## config.mk

```make
export PLATFORM = sky130hd
export DESIGN_NAME = pbp_ram
export DESIGN_NICKNAME = d
export VERILOG_FILES = /design/src/hdl/pbp_ram.sv
export SDC_FILE = /design/constraint.sdc
export NUM_CORES = 1
export LEC_CHECK = 0
export BUFFER_PORTS_ARGS = -buffer_cell sky130_fd_sc_hd__buf_4
export CORE_MARGIN = 5
export CORE_UTILIZATION = 50
export CTS_CLUSTER_DIAMETER = 150
export DETAILED_ROUTE_END_ITERATION = 8
export GPL_ROUTABILITY_DRIVEN = 0
export GPL_TIMING_DRIVEN = 0
export PLACE_DENSITY = 0.77
export SYNTH_ARGS = -nofsm -noshare
export SYNTH_HDL_FRONTEND = slang
export SYNTH_SLANG_ARGS = --single-unit
```

## constraint.sdc

```tcl
create_clock -name clk -period 2.5 [get_ports clk]
set_clock_uncertainty 0.2 [all_clocks]
set_input_delay 0.5 -clock clk [delete_from_list [all_inputs] [get_ports clk]]
set_output_delay 0.5 -clock clk [all_outputs]
set_load 0.02 [all_outputs]
```

## src/hdl/pbp_ram.sv

```systemverilog
module pbp_ram #(
    parameter int WIDTH = 8,
    parameter int DEPTH = 16
) (
    input  logic                                   clk,
    input  logic                                   we,
    input  logic [(DEPTH > 1 ? $clog2(DEPTH) : 1)-1:0] waddr,
    input  logic [WIDTH-1:0]                       wdata,
    input  logic [(DEPTH > 1 ? $clog2(DEPTH) : 1)-1:0] raddr,
    output logic [WIDTH-1:0]                       rdata
);

    logic [WIDTH-1:0] mem [DEPTH];

    always_ff @(posedge clk)
    begin
        if (we)
        begin
            mem[waddr] <= wdata;
        end
        rdata <= mem[raddr];
    end

endmodule

```

==> flow_summary_export.csv <==
group,metric,value,unit
global_routing,grt_pass1_vias,2444,
worst_setup_path,cp-start-kind,"primary input",
sta,slew_violations,0,
cells_and_area,insertedDiodeCount,0,
pwr,vdd_drop_max,0.439,mV
worst_setup_path,crit_chain,"buf_4 -> or3b_2 -> nor3_1",
cells_and_area,layout_common_cells,"edfxtp_1, buf_4, mux4_2, a22oi_1, clkbuf_16",
sta,fmax,462,MHz
worst_setup_path,critPathBufInv,1,
logic_synthesis,syn_area,5150,um2
worst_setup_path,cp.required,2.43,ns
placement,place_area,5500,um2
clock_tree,cts-hold-fix-buffers,0,
route,vias,2392,
sta,tightest_slew,1.28,ns
clock_tree,post-cts-setup-buffer-count,0,
worst_setup_path,cp_slowest_cell,"nor3_1",
logic_synthesis,synthTopCellsByArea,"edfxtp_1, mux4_2, mux4_1, dfxtp_1, a22oi_1",
route,dr.pass1.iters,4,
sta,final-setup-viol-count,0,
worst_setup_path,end_kind,"flip-flop",
clock_tree,clock_latency,0.52,ns
clock_tree,cts_tree,"yes",
placement,place_ws,-0.184,ns
route,drt_iter0_markers,186,
logic_synthesis,synth_cells,229,
worst_setup_path,worstPathArrival,2.09,ns
cells_and_area,stdcell_count,421,
worst_setup_path,timing.rr.start,"mem[0][7]",
logic_synthesis,yosys_warnings,0,
logic_synthesis,synth_cell_types,19,
sta,fin_crit,2.17,ns
floorplan,row_count,37,
cells_and_area,fin_nets,290,
route,drc,0,
route,wl_per_cell,23.2,um
placement,dp_cells,389,
worst_setup_path,critPathKind,"primary input to flip-flop",
worst_setup_path,rrSetupSlack,0.85,ns
worst_setup_path,crit_path_start,"waddr[2]",
sta,timing.slew.headroom,14.2,%
placement,place.port_buffers,24,
clock_tree,post_cts_resized,0,
clock_tree,htree_levels,4,
global_routing,grt_pass1_wl,14600,um
logic_synthesis,synth.top_cell.area_share,74.7,%
worst_setup_path,path_delay_family,"simple AND/OR/NAND/NOR gates",
worst_setup_path,timing.rr.end,"rdata[7]",
floorplan,ios,26,
clock_tree,cts_buffer_depth,2,
sta,setup_ws,0.334,ns
floorplan,floorplan.initialDensity,50.5,%
clock_tree,cts.clk_slew.worst_paths,0.06,ns
cells_and_area,drive_gt1_share,28.4,%
pwr,powerDensity,883,nW/um2
logic_synthesis,synth-seq-area-share,77.8,%
sta,holdWs,0.106,ns
global_routing,grtUsageTotal,16.7,%
logic_synthesis,synth_nets,247,
placement,hpwl,5940,um
route,drt_wl_total,9780,um
floorplan,die_y,111,um
floorplan,die_area,12400,um2
global_routing,grt_start_max_net_pins,17,
global_routing,globalRouteOverflowTotal,0,
logic_synthesis,ys_seq_elements,136,
floorplan,core,10200,um2
cells_and_area,final_common_cell,"edfxtp_1",
sta,hold_viol,0,
global_routing,antenna_found_initial,0,
outcome,status,"complete, no violations",
route,routed_via_density,5.68,
worst_setup_path,path_max_fanout,8,
cells_and_area,final_cell_area,6110,um2
sta,grt_setup_unrepaired,"no",
worst_hold_path,hold_class,"primary input to flip-flop",
worst_setup_path,max_stage_delay,0.95,ns
logic_synthesis,syn_area_per_cell,22.5,um2
route,drtAntennaViolNets,0,
pwr,power_leakage,2.06,nW
clock_tree,numCtsBuffers,17,
worst_setup_path,cp.depth,3,
sta,finalCritPeriodShare,86.7,%
clock_tree,cts_root_buffer,"clkbuf_8",
worst_setup_path,cp-endpoint,"mem[0][3]",
logic_synthesis,synth_top_area_cell,"edfxtp_1",
run,max_cap_viol_count,0,
worst_setup_path,r2r_cells,3,
clock_tree,cts.sinks,136,
cells_and_area,area_growth,18.7,%
floorplan,dieWidth,111,um
cell families after synthesis:
logic type / count (synthesis) / share of synthesized area (%)
muxes: 32 / 15.0
and+or+nand+nor: 35 / 3.18
DFF: 136 / 77.8
buffers and inverters: 10 / 1.68
AOI/OAI and AO/OA: 16 / 2.33
worst min path at each step:
stage / start / end / slack [ns] / depth (start not counted)
after floorplan: wdata[0] / mem[0][0] / 0.40 / 0
after global placement: mem[11][2] / rdata[2] / 0.46 / 3
after detailed placement: mem[10][0] / rdata[0] / 0.48 / 3
after CTS: wdata[6] / mem[3][6] / 0.09 / 1
after global routing: wdata[3] / mem[13][3] / 0.10 / 1
final: wdata[6] / mem[9][6] / 0.11 / 1
metrics by stage:
stage               util (%)  setup TNS (ns)  power, mW
floorplan                  -               0       2.76
global route            60.0               0       5.56
finish                  60.0               0       5.40
detailed placement      54.0           -1.53       2.88
CTS                     60.0               0       5.42
global placement        54.0           -1.54       2.87
synth_stat cells (all sizes together):
cell type      instances
a22oi                 16
and2                   1
and2b                  1
buf                    7
clkdlybuf4s25          3
dfxtp                  8
edfxtp               128
mux4                  32
nand2                  9
nand2b                 2
nand3                  1
nand3b                 2
nor2                  13
nor2b                  1
nor3                   4
or3b                   1
worst reg2reg max path, delay by kind of cell (launching register included):
kind,cells,cell delay (ns)
muxes,1,0.47
DFF,1,0.38
AOI/OAI and AO/OA,1,0.36
and+or+nand+nor,1,0.12
registers in the layout (all words and copies together), names as in the netlist:
name,cells
mem,128
rdata,8
metal layers:
metal	share of wire [%]	global-route usage [%]	routed length (um)
met4	2.0	7.62	192
met5	0	0	0
met3	7.7	5.05	750
met1	41	23.1	4000
met2	49	24.7	4840
power by group:
group          internal, mW  switching [mW]
clock network          1.69           0.871
logic                 0.117           0.155
registers              2.55          0.0126
final cells by class:
type,count,area [um2]
Clock inverter,9,146
Fill cell,717,4070
Buffer,10,86.3
Timing Repair Buffer,24,180
Sequential cell,136,4000
Multi-Input combinational cell,83,1060
Tap cell,136,170
Clock buffer,23,467
(Power assumes the default switching activity.)
