==> src/hdl/pbp_pkg.sv <==
package pbp_pkg;

    localparam int PC_W     = 48;
    localparam int WORD_W   = PC_W - 2;
    localparam int SIZE_W   = 4;
    localparam int STAMP_W  = 32;
    localparam int HIST_W   = 10;
    localparam int CNT_W    = 8;
    localparam int WAY_W    = 4;
    localparam int CFG_IDX_W = 2;
    localparam int CFG_DAT_W = 4;

    localparam logic [3:0] CNT_BITS_MAX  = 4'd8;
    localparam logic [3:0] HIST_BITS_MAX = 4'd10;

    // reset register values and the counter value a cleared table holds
    localparam logic [3:0]       CNT_BITS_RST  = 4'd2;
    localparam logic [3:0]       HIST_BITS_RST = 4'd10;
    localparam logic [CNT_W-1:0] CNT_RESET     = 8'd2;

    typedef enum logic [CFG_IDX_W-1:0] {
        REG_COUNTER_BITS = 2'd0,
        REG_HISTORY_BITS = 2'd1,
        REG_INDEX_HASH   = 2'd2,
        REG_NONE         = 2'd3
    } cfg_reg_t;

    typedef enum logic [1:0] {
        HASH_ADDR     = 2'd0,
        HASH_HIST     = 2'd1,
        HASH_XOR      = 2'd2,
        HASH_XOR_ALT  = 2'd3
    } hash_t;

    typedef struct packed {
        logic             hit;
        logic [WAY_W-1:0] way;
    } btb_sel_t;

endpackage

==> src/hdl/pbp_btb_sel.sv <==
module pbp_btb_sel #(
    parameter int WAYS  = 4,
    parameter int TAG_W = 37
) (
    input  logic [WAYS*(TAG_W+pbp_pkg::STAMP_W)-1:0] row,
    input  logic [TAG_W-1:0]                         tag,
    output pbp_pkg::btb_sel_t                        sel
);
    import pbp_pkg::*;

    localparam int EW = TAG_W + STAMP_W;

    logic [STAMP_W-1:0] oldest;
    logic [WAY_W-1:0]   victim;
    logic               hit;
    logic [WAY_W-1:0]   hit_way;

    always_comb
    begin
        hit     = 1'b0;
        hit_way = '0;
        oldest  = '1;
        victim  = '0;
        // first matching way wins
        for (int w = WAYS - 1; w >= 0; w--)
        begin
            if (row[w*EW + STAMP_W +: TAG_W] == tag)
            begin
                hit     = 1'b1;
                hit_way = WAY_W'(w);
            end
        end
        // oldest stamp, highest way on ties
        for (int w = 0; w < WAYS; w++)
        begin
            if (row[w*EW +: STAMP_W] <= oldest)
            begin
                oldest = row[w*EW +: STAMP_W];
                victim = WAY_W'(w);
            end
        end
        sel.hit = hit;
        sel.way = hit ? hit_way : victim;
    end

endmodule

==> config.mk <==
export PLATFORM = sky130hd
export DESIGN_NAME = pbp_btb_sel
export DESIGN_NICKNAME = d
export VERILOG_FILES = /design/src/hdl/pbp_pkg.sv /design/src/hdl/pbp_btb_sel.sv
export SDC_FILE = /design/constraint.sdc
export NUM_CORES = 1
export LEC_CHECK = 0
export ABC_AREA = 1
export BUFFER_PORTS_ARGS = -buffer_cell sky130_fd_sc_hd__clkbuf_2
export CORE_ASPECT_RATIO = 1.4
export CORE_MARGIN = 10
export CORE_UTILIZATION = 28
export DETAILED_ROUTE_END_ITERATION = 10
export SYNTH_ARGS = -nofsm -noshare
export SYNTH_HDL_FRONTEND = slang
export SYNTH_SLANG_ARGS = --single-unit
==> constraint.sdc <==
create_clock -name vclk -period 13.6
set_input_delay 1.36 -clock vclk [all_inputs]
set_output_delay 1.36 -clock vclk [all_outputs]
set_load 0.02 [all_outputs]
==> results.txt <==
----------------------------------------------------
[Worst setup path]
  Arrival time at the worst endpoint ... 7.65 ns
  Crit path max-delay cell type ... nand2_2
  Largest stage delay on the critical path ... 0.73 ns
  Data required time of the worst path ... 12.24 ns
  Most repeated library cell on the critical path ... nand2_1
  Category of the most critical setup path ... input port to primary output
  Type of element launching the critical path ... input port
  Element type at the critical path end ... primary output
  Max Fanout on Critical Path ... 45

[Cells and area]
  Final design utilization ... 38.1%
  Design area ... 0.00712 sq mm
  Number of clock buffers in the layout ... 0
  Syn-to-layout area delta ... 33.2%
  Number of standard cells in the final layout excluding fillers ... 1422
  Share of cells above drive strength 1 ... 28.9%
  Layout Nets ... 1586
  Storage cell area ... 0 sq um
  Final sequential cell count ... 0

[Place]
  Number of placed instances, taps included ... 1419
  Area after detailed placement ... 0.00711 sq mm
  Count of port buffers added during placement ... 316
  Detailed-placement wirelength estimate ... 23100 microns
  Global placement routability congestion ... 0.903

[Floorplanning]
  Full die area ... 0.0251 sq mm
  Area of the core ... 0.0187 sq mm
  Chip Width ... 137 microns
  Die height ... 183 microns
  Top-level port count ... 318
  Rows ... 59
  Initial cell density of the core ... 28.6%

[GRT]
  GRT Resource Usage Total ... 18.8%
  Global-route wire length before repair ... 37400 microns
  Pin count of the biggest net entering global routing ... 46
  Antenna violations before repair ... 3
  Number of global-route vias before repair ... 7314
  Leftover overflow at the end of global routing ... 0

[Hold path]
  Min-Delay Path Class ... input port to primary output
  Cells on Worst Hold Path ... 8
  Worst hold endpoint ... sel[0]
  Min-Delay Startpoint ... row[60]

[STA]
  Setup Viol. Count Final ... 0
  Remaining max-slew budget at the tightest pin ... 52.4%
  Fin crit share ... 66.2%
  Final sum of negative setup slack ... 0 ns
  Highest clock frequency the design can meet ... 111 MHz
  Final-report max-slew violation count ... 0
  Unrepaired setup endpoints after global routing ... no
  Final Hold Violating Endpoints ... 0
  Actual transition at the worst max-transition pin ... 0.711 ns
  Time the final worst path needs with I/O delays and setup ... 9.01 ns

[Drt]
  Iteration-0 DRC count of the detailed router ... 219
  Remaining antenna violation count ... 0
  Total number of vias ... 6767
  Drt total wl ... 24700 microns
  Routed vias/inst ... 4.76
  DR DRC count ... 0
  Number of iterations in the first detailed-routing pass ... 5
  Wire per inst ... 17.4 microns

[Clock network]
  Cts-stage hold buffer count ... 0
  Resized Gates After CTS ... 0
  Post-CTS Setup Repair Bufs ... 0

[Synthesis]
  Cell Area, Synth ... 0.00534 sq mm
  Synth unique cells ... 27
  Share of Yosys cell area claimed by the top area cell type ... 22.5%
  Sequential element share of the synthesized area ... 0%
  Largest cells by area after synthesis ... ha_1 (22%), nand2_1 (14%), xnor2_1 (11%)
  Mapped Cells ... 884
  Count of warnings emitted by yosys ... 0
  Post-synthesis area per instance ... 6.05 sq um
  Largest area contributor in the synthesized netlist ... ha_1

[Power]
  Power density of the placed cells ... 43.8 mW/mm^2
  Leak ... 3.90 nW
  Total power after layout ... 0.312 mW
  VDD IR-drop max ... 19.7 uV

[Flow run]
  Maxcap violations ... 0

[Outcome]
  Result of the run ... finished clean

----------------------------------------------------
## power by group
| group | switching [mW] | internal [mW] | leakage, nW |
|---|---|---|---|
| Sequential | 0 | 0 | 0 |
| Combinational | 0.176 | 0.136 | 3.90 |
| Clock | 0 | 0.0000000295 | 0.0000190 |
## cells in the mapped netlist, drive strengths merged
master,instances
a21o,2
a21oi,48
and2,32
and3,1
buf,16
clkbuf,12
conb,1
ha,96
inv,74
nand2,200
nand3,82
nand4,21
nor2,67
nor2b,1
nor3,30
nor3b,2
nor4,2
o21a,5
o21ai,46
or2,16
xnor2,70
xor2,60
## logic make-up after synthesis
logic type | after synthesis | share of synthesized area (%)
compound gates | 101 | 9.86
xor+xnor | 130 | 21.3
fa+ha+maj | 96 | 22.5
buf+inv | 102 | 7.91
other cells | 1 | 0.0702
simple gates | 454 | 38.4
## through the flow
| step | hold WS, ns | setup WS [ns] |
|---|---|---|
| final | 3.41 | 4.59 |
| after global routing | 3.50 | 3.95 |
| after CTS | 3.42 | 4.56 |
| after detailed placement | 3.41 | 4.59 |
| after global placement | 3.40 | 4.66 |
| after floorplan | 3.15 | 6.98 |
## worst max-delay path by stage
stage / startpoint / cells past startpoint / end
3_3_place_gp: row[27] / 30 / sel[0]
2_1_floorplan: row[31] / 31 / sel[0]
5_1_grt: row[15] / 36 / sel[1]
3_5_place_dp: row[29] / 30 / sel[0]
4_1_cts: row[29] / 30 / sel[0]
6_report: row[15] / 32 / sel[1]
## worst max-delay path, delay by kind of cell
family / cells / cell delay [ns]
AND/OR/NAND/NOR: 17 / 2.69
AO/OA/AOI/OAI: 8 / 1.87
adder cells (fa/ha/maj): 3 / 0.94
buffers and inverters: 4 / 0.76
## layout make-up
type	instances	area, sq um
fillers	2135	11600
repair buffers	318	1600
multi-input cells	783	4930
inverters	74	278
well taps	244	305
diodes	3	7.51
## cells in the final DEF, fill, tap and decap left out, types with 3 or more instances in the layout
cell        n
nand3_1    82
diode_2     3
and2_1     32
or2_2      16
nand2_1   198
a21oi_1    47
nand4_1    21
nor3_1     29
xor2_1     60
ha_1       96
o21a_1      5
clkbuf_2  316
o21ai_0    46
xnor2_1    70
inv_1      74
nor2_1     67
## metal layers
layer  vias up  wire (microns)  global-route usage (%)
met3        30            2690                    6.46
met5         -              10                       0
li1       3508               -                       -
met2       289           12600                    36.1
met4         2             803                    5.30
met1      2938            8600                    18.3
(Power assumes the default switching activity.)
